--- src/rtl/dlle_pkg.sv ---
// Shared types and constants for the doubly linked list engine.
// No dependencies; every other file of the block refers to this package.
package dlle_pkg;

  localparam int DEPTH_DEFAULT      = 16;
  localparam int DATA_WIDTH_DEFAULT = 32;

  // Fixed payload widths of the request and response channels
  localparam int ACTION_W = 3;
  localparam int VALUE_W  = 32;
  localparam int POS_W    = 5;
  localparam int STATUS_W = 2;
  localparam int TOTAL_W  = 5;

  typedef enum logic [ACTION_W-1:0] {
    ACT_APPEND  = 3'd0,
    ACT_PREPEND = 3'd1,
    ACT_READ    = 3'd2,
    ACT_REMOVE  = 3'd3,
    ACT_FIRST   = 3'd4,
    ACT_LAST    = 3'd5
  } action_t;

  typedef enum logic [STATUS_W-1:0] {
    ST_OK        = 2'd0,
    ST_NOT_FOUND = 2'd1,
    ST_FULL      = 2'd2
  } status_t;

  typedef struct packed {
    status_t              status;
    logic [VALUE_W-1:0]   read_value;
    logic [TOTAL_W-1:0]   entry_total;
  } result_t;

endpackage

--- src/rtl/dlle_in_if.sv ---
// Request channel of the list engine: valid/ready plus action payload.
// Depends on dlle_pkg for the payload widths.
interface dlle_in_if;
  logic                          valid;
  logic                          ready;
  logic [dlle_pkg::ACTION_W-1:0] action;
  logic [dlle_pkg::VALUE_W-1:0]  element_value;
  logic [dlle_pkg::POS_W-1:0]    position;

  modport source (output valid, action, element_value, position, input ready);
  modport sink   (input valid, action, element_value, position, output ready);
endinterface

--- src/rtl/dlle_out_if.sv ---
// Response channel of the list engine: valid/ready plus result payload.
// Depends on dlle_pkg for the payload widths.
interface dlle_out_if;
  logic                          valid;
  logic                          ready;
  logic [dlle_pkg::STATUS_W-1:0] status;
  logic [dlle_pkg::VALUE_W-1:0]  read_value;
  logic [dlle_pkg::TOTAL_W-1:0]  entry_total;

  modport source (output valid, status, read_value, entry_total, input ready);
  modport sink   (input valid, status, read_value, entry_total, output ready);
endinterface

--- src/rtl/dlle_out_reg.sv ---
// Response holding register: keeps one result until the sink takes it.
// Depends on dlle_pkg (result_t) and dlle_out_if.
module dlle_out_reg (
  input  logic              clk,
  input  logic              rst,
  input  logic              load,
  input  dlle_pkg::result_t res,
  output logic              room,
  dlle_out_if.source        rsp
);

  dlle_pkg::result_t held;

  // a new result may enter when the slot is empty or drains this cycle
  assign room = !rsp.valid || rsp.ready;

  always_ff @(posedge clk) begin
    if (rst) begin
      rsp.valid <= 1'b0;
    end else if (load) begin
      rsp.valid <= 1'b1;
    end else if (rsp.ready) begin
      rsp.valid <= 1'b0;
    end
    if (load) begin
      held <= res;
    end
  end

  assign rsp.status      = held.status;
  assign rsp.read_value  = held.read_value;
  assign rsp.entry_total = held.entry_total;

endmodule

--- src/rtl/doubly_linked_list_engine_core.sv ---
// Doubly linked list engine: ordered list of up to DEPTH entries in a node pool.
// Depends on dlle_pkg, dlle_in_if, dlle_out_if and dlle_out_reg.
//
// Usage:
//   req carries one action per transfer (append, prepend, read at position,
//   remove at position, read first, read last). rsp returns exactly one result
//   per request: status, the value read (zero unless a read succeeds) and the
//   entry count after the action.
//   Nodes live in a value RAM and a link RAM (next/prev), both read through
//   a register. One request is in flight at a time; req.ready is high only
//   while the engine waits for work. The next request is taken in the cycle
//   after the result is loaded. States per request: append/prepend DECODE,
//   POP (free list not empty), INS_NODE, INS_LINK (list not empty), FINISH;
//   read first/last DECODE, FETCH, FINISH; read/remove by position DECODE,
//   one WALK step per link, at most (DEPTH+1)/2 - 1 links with one link RAM
//   read per cycle, FETCH, for remove REM_PREV, REM_NEXT, REM_FREE, FINISH;
//   rejected ones (empty, out of range, full, unknown action) DECODE, FINISH.
//   Reset empties the list at once; RAM contents are left as they are and
//   unused slots are handed out from a fill counter, so no clearing pass.
//   A stalled rsp holds its result; the engine then waits with the next
//   result until the register frees, but a held result does not block a
//   new request from being taken.
module doubly_linked_list_engine_core #(
  parameter int DEPTH      = dlle_pkg::DEPTH_DEFAULT,
  parameter int DATA_WIDTH = dlle_pkg::DATA_WIDTH_DEFAULT
) (
  input  logic       clk,
  input  logic       rst,
  dlle_in_if.sink    req,
  dlle_out_if.source rsp
);

  localparam int SW = (DEPTH > 1) ? $clog2(DEPTH) : 1;
  localparam int CW = $clog2(DEPTH + 1);
  localparam int PW = (CW > dlle_pkg::POS_W) ? CW : dlle_pkg::POS_W;

  typedef struct packed {
    logic [SW-1:0] nxt;
    logic [SW-1:0] prv;
  } link_t;

  typedef enum logic [3:0] {
    IDLE, DECODE, POP, INS_NODE, INS_LINK, WALK, FETCH,
    REM_PREV, REM_NEXT, REM_FREE, FINISH
  } state_t;

  state_t            state;
  dlle_pkg::action_t act;
  logic [DATA_WIDTH-1:0] val;
  logic [dlle_pkg::POS_W-1:0] pos;

  logic [SW-1:0] head, tail, free_head, cur, steps, pslot, nslot;
  logic [CW-1:0] count, fresh, free_cnt;
  logic          fwd;
  dlle_pkg::status_t     res_status;
  logic [DATA_WIDTH-1:0] res_value;

  // node storage
  logic [DATA_WIDTH-1:0] value_mem [DEPTH];
  link_t                 link_mem  [DEPTH];
  logic [DATA_WIDTH-1:0] val_rd;
  link_t                 link_rd;

  logic [SW-1:0] rd_addr, lw_addr, lw_nxt, lw_prv;
  logic          lw_nxt_en, lw_prv_en;

  logic          in_range, from_head, is_ins, is_last, out_room, out_load;
  logic [SW-1:0] start_slot, walk_steps, walk_next;
  dlle_pkg::result_t res;

  // ---------------------------------------------------------------------
  // Decode helpers
  // ---------------------------------------------------------------------
  assign in_range  = PW'(pos) < PW'(count);
  assign from_head = PW'(pos) < PW'(count >> 1);
  assign is_ins    = (act == dlle_pkg::ACT_APPEND) || (act == dlle_pkg::ACT_PREPEND);
  assign is_last   = CW'(pos) == (count - CW'(1));
  assign walk_next = fwd ? link_rd.nxt : link_rd.prv;

  always_comb begin
    priority if (act == dlle_pkg::ACT_FIRST) begin
      start_slot = head;
      walk_steps = '0;
    end else if (act == dlle_pkg::ACT_LAST) begin
      start_slot = tail;
      walk_steps = '0;
    end else if (from_head) begin
      start_slot = head;
      walk_steps = SW'(pos);
    end else begin
      start_slot = tail;
      walk_steps = SW'(count - CW'(1) - CW'(pos));
    end
  end

  // one read address drives both RAMs
  always_comb begin
    unique case (state)
      DECODE:  rd_addr = is_ins ? free_head : start_slot;
      WALK:    rd_addr = walk_next;
      default: rd_addr = cur;
    endcase
  end

  // link RAM write port, next and prev fields enabled separately
  always_comb begin
    lw_nxt_en = 1'b0;
    lw_prv_en = 1'b0;
    lw_addr   = cur;
    lw_nxt    = head;
    lw_prv    = tail;
    unique case (state)
      INS_NODE: begin
        lw_nxt_en = 1'b1;
        lw_prv_en = 1'b1;
      end
      INS_LINK: begin
        if (act == dlle_pkg::ACT_APPEND) begin
          lw_nxt_en = 1'b1;
          lw_addr   = tail;
          lw_nxt    = cur;
        end else begin
          lw_prv_en = 1'b1;
          lw_addr   = head;
          lw_prv    = cur;
        end
      end
      REM_PREV: begin
        lw_nxt_en = (pos != '0);
        lw_addr   = pslot;
        lw_nxt    = nslot;
      end
      REM_NEXT: begin
        lw_prv_en = !is_last;
        lw_addr   = nslot;
        lw_prv    = pslot;
      end
      REM_FREE: begin
        lw_nxt_en = 1'b1;
        lw_nxt    = free_head;
      end
      default: ;
    endcase
  end

  always_ff @(posedge clk) begin
    if (state == INS_NODE) begin
      value_mem[cur] <= val;
    end
    if (lw_nxt_en) begin
      link_mem[lw_addr].nxt <= lw_nxt;
    end
    if (lw_prv_en) begin
      link_mem[lw_addr].prv <= lw_prv;
    end
    val_rd  <= value_mem[rd_addr];
    link_rd <= link_mem[rd_addr];
  end

  // ---------------------------------------------------------------------
  // Sequencer
  // ---------------------------------------------------------------------
  assign req.ready = (state == IDLE);
  assign out_load  = (state == FINISH) && out_room;

  always_ff @(posedge clk) begin
    if (rst) begin
      state     <= IDLE;
      head      <= '0;
      tail      <= '0;
      count     <= '0;
      fresh     <= '0;
      free_cnt  <= '0;
      free_head <= '0;
    end else begin
      unique case (state)
        IDLE: begin
          if (req.valid) begin
            act   <= dlle_pkg::action_t'(req.action);
            val   <= DATA_WIDTH'(req.element_value);
            pos   <= req.position;
            state <= DECODE;
          end
        end
        DECODE: begin
          res_status <= dlle_pkg::ST_OK;
          res_value  <= '0;
          unique case (act)
            dlle_pkg::ACT_APPEND, dlle_pkg::ACT_PREPEND: begin
              if (count == CW'(DEPTH)) begin
                res_status <= dlle_pkg::ST_FULL;
                state      <= FINISH;
              end else if (free_cnt != '0) begin
                state <= POP;  // free-list head read is in flight
              end else begin
                cur   <= SW'(fresh);
                fresh <= fresh + CW'(1);
                state <= INS_NODE;
              end
            end
            dlle_pkg::ACT_READ, dlle_pkg::ACT_REMOVE,
            dlle_pkg::ACT_FIRST, dlle_pkg::ACT_LAST: begin
              // first/last ignore the position field
              if (count == '0 || (!in_range &&
                  (act == dlle_pkg::ACT_READ || act == dlle_pkg::ACT_REMOVE))) begin
                res_status <= dlle_pkg::ST_NOT_FOUND;
                state      <= FINISH;
              end else begin
                cur   <= start_slot;
                fwd   <= from_head;
                steps <= walk_steps;
                state <= (walk_steps == '0) ? FETCH : WALK;
              end
            end
            default: begin
              res_status <= dlle_pkg::ST_NOT_FOUND;
              state      <= FINISH;
            end
          endcase
        end
        POP: begin
          cur       <= free_head;
          free_head <= link_rd.nxt;
          free_cnt  <= free_cnt - CW'(1);
          state     <= INS_NODE;
        end
        INS_NODE: begin
          if (count == '0) begin
            head  <= cur;
            tail  <= cur;
            count <= count + CW'(1);
            state <= FINISH;
          end else begin
            state <= INS_LINK;
          end
        end
        INS_LINK: begin
          if (act == dlle_pkg::ACT_APPEND) begin
            tail <= cur;
          end else begin
            head <= cur;
          end
          count <= count + CW'(1);
          state <= FINISH;
        end
        WALK: begin
          // the read at walk_next issued now is the next hop or the target
          cur   <= walk_next;
          steps <= steps - SW'(1);
          if (steps == SW'(1)) begin
            state <= FETCH;
          end
        end
        FETCH: begin
          if (act == dlle_pkg::ACT_REMOVE) begin
            pslot <= link_rd.prv;
            nslot <= link_rd.nxt;
            state <= REM_PREV;
          end else begin
            res_value <= val_rd;
            state     <= FINISH;
          end
        end
        REM_PREV: begin
          if (pos == '0) begin
            head <= nslot;
          end
          state <= REM_NEXT;
        end
        REM_NEXT: begin
          if (is_last) begin
            tail <= pslot;
          end
          state <= REM_FREE;
        end
        REM_FREE: begin
          free_head <= cur;
          free_cnt  <= free_cnt + CW'(1);
          count     <= count - CW'(1);
          state     <= FINISH;
        end
        FINISH: begin
          if (out_room) begin
            state <= IDLE;
          end
        end
        default: state <= IDLE;
      endcase
    end
  end

  assign res.status      = res_status;
  assign res.read_value  = dlle_pkg::VALUE_W'(res_value);
  assign res.entry_total = dlle_pkg::TOTAL_W'(count);

  dlle_out_reg u_out (
    .clk  (clk),
    .rst  (rst),
    .load (out_load),
    .res  (res),
    .room (out_room),
    .rsp  (rsp)
  );

  // ---------------------------------------------------------------------
  // Checks
  // ---------------------------------------------------------------------
  a_count_bound: assert property (@(posedge clk) disable iff (rst)
    count <= CW'(DEPTH))
    else $error("entry count above pool size");

  a_slot_accounting: assert property (@(posedge clk) disable iff (rst)
    state == IDLE |-> ({1'b0, count} + {1'b0, free_cnt}) == {1'b0, fresh})
    else $error("slots lost or duplicated between list and free list");

  a_accept_decode: assert property (@(posedge clk) disable iff (rst)
    req.valid && req.ready |=> state == DECODE)
    else $error("accepted request not decoded");

  a_walk_steps: assert property (@(posedge clk) disable iff (rst)
    state == WALK |-> steps != '0)
    else $error("walk with no hops left");

  a_result_out: assert property (@(posedge clk) disable iff (rst)
    out_load |=> rsp.valid && state == IDLE)
    else $error("result not presented after finish");

endmodule
--- src/flat_wrapper.sv ---
// flat-port wrapper written by rule: the top's interface ports become plain ports
module doubly_linked_list_engine_core_flat 
#(
  parameter int DEPTH      = dlle_pkg::DEPTH_DEFAULT,
  parameter int DATA_WIDTH = dlle_pkg::DATA_WIDTH_DEFAULT
)
  (clk, rst, req_valid, req_action, req_element_value, req_position, req_ready, rsp_valid, rsp_status, rsp_read_value, rsp_entry_total, rsp_ready);
  dlle_in_if req_i ();
  dlle_out_if rsp_i ();
  input  logic clk;
  input  logic rst;
  input wire logic [$bits(req_i.valid)-1:0] req_valid;
  input wire logic [$bits(req_i.action)-1:0] req_action;
  input wire logic [$bits(req_i.element_value)-1:0] req_element_value;
  input wire logic [$bits(req_i.position)-1:0] req_position;
  output wire logic [$bits(req_i.ready)-1:0] req_ready;
  output wire logic [$bits(rsp_i.valid)-1:0] rsp_valid;
  output wire logic [$bits(rsp_i.status)-1:0] rsp_status;
  output wire logic [$bits(rsp_i.read_value)-1:0] rsp_read_value;
  output wire logic [$bits(rsp_i.entry_total)-1:0] rsp_entry_total;
  input wire logic [$bits(rsp_i.ready)-1:0] rsp_ready;
  assign req_i.valid = req_valid;
  assign req_i.action = req_action;
  assign req_i.element_value = req_element_value;
  assign req_i.position = req_position;
  assign req_ready = req_i.ready;
  assign rsp_valid = rsp_i.valid;
  assign rsp_status = rsp_i.status;
  assign rsp_read_value = rsp_i.read_value;
  assign rsp_entry_total = rsp_i.entry_total;
  assign rsp_i.ready = rsp_ready;
  doubly_linked_list_engine_core #(.DEPTH(DEPTH), .DATA_WIDTH(DATA_WIDTH)) u_core (.clk(clk), .rst(rst), .req(req_i), .rsp(rsp_i));
endmodule
--- config.mk ---
export PLATFORM = sky130hd
export DESIGN_NAME = doubly_linked_list_engine_core_flat
export DESIGN_NICKNAME = d
export VERILOG_FILES = /design/src/rtl/dlle_pkg.sv /design/src/rtl/dlle_in_if.sv /design/src/rtl/dlle_out_if.sv /design/src/rtl/dlle_out_reg.sv /design/src/rtl/doubly_linked_list_engine_core.sv /design/src/flat_wrapper.sv
export SDC_FILE = /design/constraint.sdc
export NUM_CORES = 1
export LEC_CHECK = 0
export BUFFER_PORTS_ARGS = -buffer_cell sky130_fd_sc_hd__buf_2
export CAP_MARGIN = 20
export CORE_UTILIZATION = 50
export DETAILED_ROUTE_END_ITERATION = 8
export PLACE_DENSITY_LB_ADDON = 0.1
export SLEW_MARGIN = 20
export SYNTH_ARGS = -nofsm -noshare
export SYNTH_HDL_FRONTEND = slang
export SYNTH_HIERARCHICAL = 1
export SYNTH_SLANG_ARGS = --single-unit
--- constraint.sdc ---
create_clock -name clk -period 5.5 [get_ports clk]
set_input_delay 0.55 -clock clk [delete_from_list [all_inputs] [get_ports clk]]
set_output_delay 0.55 -clock clk [all_outputs]
set_load 0.01 [all_outputs]
==> impl_metrics.toml, run 1 <==
[yosys]
synthSimpleGateAreaFrac_pct = 9.547
synth-seq-cells = 841
synth_xor_area_share_pct = 0.5127
syn-instance-count = 2450
synth.net_count = 2518
synth.avg_cell_area_um2 = 13.95
ys.flop_type = "edfxtp_1"
yosysWarnings = 6
yosysUniqueCellTypes = 75
seq_area_frac_synth_pct = 71.83
synth-compound-area-share_pct = 13.95
synth.area.mux_share_pct = 0.6775
ys_async_sr_fraction_pct = 0
synth_top_family_by_area = "compound AO/OA/AOI/OAI gates"
synthAdderAreaFrac_pct = 0.9228
synth-edff-count = 770
netlist_area_mm2 = 0.03417

[placed_design]
port_buffers = 84
hpwlAfterDp_um = 48610
dpl_cell_area_mm2 = 0.03554
gp_congestion = 0.8741

[worst_setup_path]
critPathCaptureType = "flop"
crit_chain = "inv_1 > ha_1 > a21oi_1 > o21a_1 > nor3_1 > o41ai_4 > buf_4 > buf_4 > a21boi_0 > o311ai_1 > o22ai_1 > a211o_1"
r2r_start = "u_core/count[3]$_SDFFE_PP0P_"
max_stage_delay_ns = 0.63
cp_data_arrival_time_ns = 4.54
required_ns = 5.99
crit_top_cell = "buf_4"
critPathTopFamily = "compound AO/OA/AOI/OAI gates"
setup.worst_path.start_class = "flop"
crit_fanout = 77
crit_path_top_delay_cell = "buf_4"
r2r_setup_slack_ns = 1.45
crit_buf_inv = 3
crit_type = "reg2reg"
cp-startpoint = "u_core/count[3]$_SDFFE_PP0P_"

[floorplanning]
die-area_mm2 = 0.06938
die_h_um = 263.4
io_pins = 85
die_width_um = 263.4
rows = 95
initial_utilization_pct = 50.70
core-area_mm2 = 0.06740

[timing]
skew_ns = 0.03740
fin_tns_setup_ns = 0
slew_headroom_pct = 30.66
clock.fmax_mhz = 247.2
tightest_slew_ns = 1.038
period_share_pct = 73.56
hold_viol = 0
rsz0062_at_grt = "no"
drv_slew = 0
setup_viol = 0
fin_crit_ns = 4.046

[finish]
antenna_cells = 0
final_util_pct = 57.23
nNetsFinal = 2548
final_area_mm2 = 0.03857
layout-drive-gt1-share_pct = 12.26
syn2layout_area_growth_pct = 12.88

[drt]
wl_per_cell_um = 25.97
via_per_inst = 6.243
drtIter0Drc = 2172
wirelength_um = 88990
dr.pass1.iters = 5
vias = 21396
antenna_left = 0
drcViolationCount = 0

[status]
outcome = "complete, no violations"

[power]
powerDensity_mw_per_mm2 = 524.1
ir_drop_v = 0.0004196
p_leak_uw = 0.01329

[clock_network]
cts_resized = 0
clock_sinks = 841
htreeDepth = 3
clock_latency_ns = 0.64
cts_root_buf = "clkbuf_16"
cts_tree = "done"
post_cts_buffers = 0
clkSlewWorstSetupHoldPaths_ns = 0.06
cts-buffers-inserted = 87
hold_buffers = 0
clk_path_buf_depth = 3

[flow_run]
timing.max_cap.violations = 0

[global_routing]
grt.overflow.total = 0
grt_max_degree = 182
antenna_found_initial = 2
first_global_vias = 20445
track_usage_pct = 25.41
grt_pass1_wl_um = 132000

[worst_hold_path]
worstHoldStart = "req_element_value[9]"
hold_class = "in2reg"
==> kinds of logic (layout without fill, tap and decap cells) <==
group / Yosys count / in the layout
flip-flops: 841 / 841
AND/OR/NAND/NOR: 647 / 647
AO/OA/AOI/OAI: 682 / 682
adder cells (fa/ha/maj): 24 / 24
multiplexers: 21 / 21
buffers and inverters: 215 / 319
XOR/XNOR: 20 / 20
==> stage by stage <==
stage,std cells,hold slack [ns],worst slack [ns],total power [uW]
final,3427,0.08267,1.454,20220
after global routing,3427,0.04703,1.239,21120
after CTS,3427,0.04602,1.573,20290
after detailed placement,3264,0.4045,1.582,14140
after global placement,3263,0.4016,1.655,14060
after floorplan,2450,0.4003,1.235,12200
==> cells in the final DEF (no fill, tap or decap), drive strengths merged, types with 43 or more instances in the layout <==
master  instances
edfxtp        770
a211oi        172
buf           130
dfxtp          71
o311ai         80
clkbuf        125
a21boi         82
o22ai          43
nor2          118
nand2         207
and3          209
a21oi         194
==> power breakdown <==
group,internal (uW),switching [uW]
clock network,3730,2430
logic,1990,4120
registers,7580,365
==> synth_stat cells (12+ instances only) <==
library cell	count	area, um^2
a211o_1	41	359.1
a21boi_0	77	578.1
and2_1	35	219.0
xnor2_1	12	105.1
nor2_1	117	439.2
a211oi_1	172	1291
nand2_1	205	769.5
a21oi_1	192	960.9
nand2b_1	13	81.33
edfxtp_1	770	23120
buf_2	29	145.1
ha_1	22	275.3
nand3_1	16	80.08
buf_1	13	48.80
o311ai_0	24	210.2
and3_1	209	1308
clkbuf_1	141	529.3
nor3_1	18	90.09
inv_1	25	93.84
dfxtp_1	71	1421
o311ai_1	56	490.5
o22ai_1	43	269.0
mux2i_1	16	160.2
o21ai_0	23	115.1
==> state kept, by name (all words and copies together), names as in the netlist, 5 cells and up <==
signal and count:
u_core/val 32, u_core/free_cnt 5, u_core/count 5, u_core/u_out/rsp.entry_total 5, u_core/link_mem 128, u_core/link_rd 8
u_core/res_value 32, u_core/pos 5, u_core/val_rd 32, u_core/u_out/rsp.read_value 32, u_core/value_mem 512
==> final timing paths <==
path                                                                  end  cells past startpoint
worst max-delay path                            u_core/link_rd[5]$_DFF_P_                     12
worst min-delay path                              u_core/val[9]$_DFFE_PP_                      1
worst max register to register                  u_core/link_rd[5]$_DFF_P_                     12
worst min register to register  u_core/u_out/rsp.read_value[18]$_DFFE_PP_                      0
==> metal layers <==
metal | wire length, um | vias up | share of wire (%) | GRT usage [%]
met5 | 13 | - | 0.015 | 0
met4 | 2106 | 2 | 2.4 | 7.349
met3 | 5693 | 144 | 6.4 | 3.732
met2 | 42900 | 824 | 48 | 41.12
met1 | 38280 | 10818 | 43 | 35.83
li1 | - | 9608 | - | -
==> area by class of cell <==
class	instances	area (um^2)
Clock inverter	38	539.3
Sequential cell	841	24540
Timing Repair Buffer	130	853.3
Clock buffer	125	2494
Multi-Input combinational cell	1394	8950
Inverter	26	97.59
Tap cell	873	1092
Fill cell	5292	28830
No activity file was read; power rests on OpenSTA's default activity.
==> run 2: changes to the inputs <==
==> constraint.sdc (replaced) <==
create_clock -name clk -period 3.5 [get_ports clk]
set_input_delay 0.35 -clock clk [delete_from_list [all_inputs] [get_ports clk]]
set_output_delay 0.35 -clock clk [all_outputs]
set_load 0.01 [all_outputs]
==> impl_metrics.toml, run 2 (synthesis results as in run 1) <==
[finish]
nNetsFinal = 2630
top_regs = "u_core/value_mem x512, u_core/link_mem x128"
layout_common_cells = "770 x edfxtp_1, 207 x and3_1, 203 x nand2_1"
final_area_mm2 = 0.03964
layout-drive-gt1-share_pct = 13.55
largest-register = "u_core/value_mem"
final_cells = 3508
syn2layout_area_growth_pct = 16.01
final_common_cell = "edfxtp_1"
largest_register_ffs = 512
antenna_cells = 0

[placed_design]
dpl_cell_area_mm2 = 0.03631
post-place-ws_ns = 0.09260
port_buffers = 84
placed_cells_incl_taps = 3304
gp_congestion = 0.8925
hpwlAfterDp_um = 49250

[worst_setup_path]
crit_fanout = 39
endpoint = "u_core/val_rd[20]$_DFF_P_"
r2r_end = "u_core/val_rd[20]$_DFF_P_"
cp_data_arrival_time_ns = 3.87
r2r_cells = 12
r2r_setup_slack_ns = 0.20
r2r_start = "u_core/count[3]$_SDFFE_PP0P_"
cp-startpoint = "u_core/count[3]$_SDFFE_PP0P_"
critPathCaptureType = "flop"
required_ns = 4.07
setup.worst_path.start_class = "flop"
crit_type = "reg2reg"

[clock_network]
cts-buffers-inserted = 88
clk_path_buf_depth = 3
htreeDepth = 3
clkSlewWorstSetupHoldPaths_ns = 0.06
cts_root_buf = "clkbuf_16"
clock_latency_ns = 0.64
clock_sinks = 841
cts_tree = "done"

[global_routing]
grt.overflow.total = 0
first_global_vias = 21219
grtUsageMet1_pct = 35.77
grt_max_degree = 87
grt_util_met3_pct = 3.713
track_usage_pct = 25.46
grt_pass1_wl_um = 133100
busiest_layer = "met2"
antenna_found_initial = 1
met2_usage_pct = 41.48

[drt]
vias = 21589
wirelength_um = 88090
drtIter0Drc = 2157
dr.pass1.iters = 6
wl_per_cell_um = 25.11
antenna_left = 0
drcViolationCount = 0
via_per_inst = 6.154

[power]
p_leak_uw = 0.01376
p_total_uw = 31990
ir_drop_v = 0.0006251
powerDensity_mw_per_mm2 = 807.1

[timing]
drv_slew = 0
period_share_pct = 94.41
setup_viol = 0
setup_ws_ns = 0.1956
fin_crit_ns = 3.304
slew_headroom_pct = 37.18
skew_ns = 0.02298
rsz0062_at_grt = "yes"
hold_viol = 0
clock.fmax_mhz = 302.6
tightest_slew_ns = 0.9387

[floorplanning]
io_pins = 85
die_width_um = 263.4
die_h_um = 263.4
die-area_mm2 = 0.06938
core-area_mm2 = 0.06740
rows = 95
initial_utilization_pct = 50.70

[status]
outcome = "complete, no violations"

[worst_hold_path]
hold_class = "in2reg"

[flow_run]
timing.max_cap.violations = 0
-- run 2: changes by cell type in the layout (fill, tap and decap cells not counted), moves of 3 or more --
cell / delta
dlygate4sd3_1: +41
buf_12: +36
clkbuf_1: -9
clkinv_2: +8
clkinv_1: +7
bufinv_16: -5
nor3_2: -4
nor3_4: +4
a211oi_1: -3
a211oi_2: +3
clkbuf_8: -3
-- run 2: worst min path at each step --
stage	start	endpoint	slack, ns	cells past startpoint
finish	req_valid	u_core/state[0]$_SDFFE_PP0P_	0.31	5
global route	rst	u_core/fresh[0]$_SDFFE_PP0P_	0.32	2
CTS	req_valid	u_core/state[0]$_SDFFE_PP0P_	0.27	5
detailed placement	u_core/res_value[4]$_SDFFCE_PN0P_	u_core/u_out/rsp.read_value[4]$_DFFE_PP_	0.40	0
global placement	u_core/res_status[0]$_DFFE_PP_	u_core/u_out/rsp.status[0]$_DFFE_PP_	0.40	0
floorplan	u_core/res_value[0]$_SDFFCE_PN0P_	u_core/u_out/rsp.read_value[0]$_DFFE_PP_	0.40	0
-- run 2: critical path, stage by stage, from the launching register on --
cell      delay [ns]
dfxtp_1         0.42
inv_1           0.13
ha_1            0.31
a21oi_1         0.22
o21a_1          0.24
nor3_1          0.11
o41ai_4         0.39
buf_12          0.21
and2_4          0.26
buf_12          0.26
a21oi_1         0.10
a211oi_1        0.37
a211o_1         0.21
-- run 2: repair_timing --
| action | in CTS | in global routing |
|---|---|---|
| hold buffers | 41 | 0 |
| gates resized for setup | 0 | 8 |
| endpoints found under the hold margin | 41 | 0 |
| setup buffers | 0 | 0 |
| setup endpoints to repair | 0 | 17 |
-- run 2: layer usage --
metal	up-vias	routed length [um]
met5	-	0
met4	0	2134
met3	158	6285
met2	866	41740
met1	10788	37930
li1	9777	-
-- run 2: cell type report --
type | count | area (um^2)
Clock buffer | 113 | 2419
Clock inverter | 50 | 474.2
Fill cell | 5225 | 27760
Inverter | 26 | 97.59
Multi-Input combinational cell | 1394 | 8990
Sequential cell | 841 | 24540
Tap cell | 873 | 1092
Timing Repair Buffer | 211 | 2022
-- run 2: through the flow --
| stage | setup TNS (ns) | hold WS [ns] | util [%] |
|---|---|---|---|
| 2_1_floorplan | 0 | 0.4003 | - |
| 3_3_place_gp | 0 | 0.4021 | 53.88 |
| 3_5_place_dp | 0 | 0.4045 | 53.88 |
| 4_1_cts | 0 | 0.2691 | 58.78 |
| 5_1_grt | -0.006394 | 0.3223 | 58.81 |
| 6_report | 0 | 0.3121 | 58.81 |
-- run 2: report_power, final --
| part | switching [uW] | leakage (uW) | internal (uW) | total (uW) |
|---|---|---|---|---|
| registers | 529 | 0.00757 | 11900 | 12400 |
| clock network | 3820 | 0.00142 | 5420 | 9230 |
| logic | 6620 | 0.00477 | 3700 | 10300 |
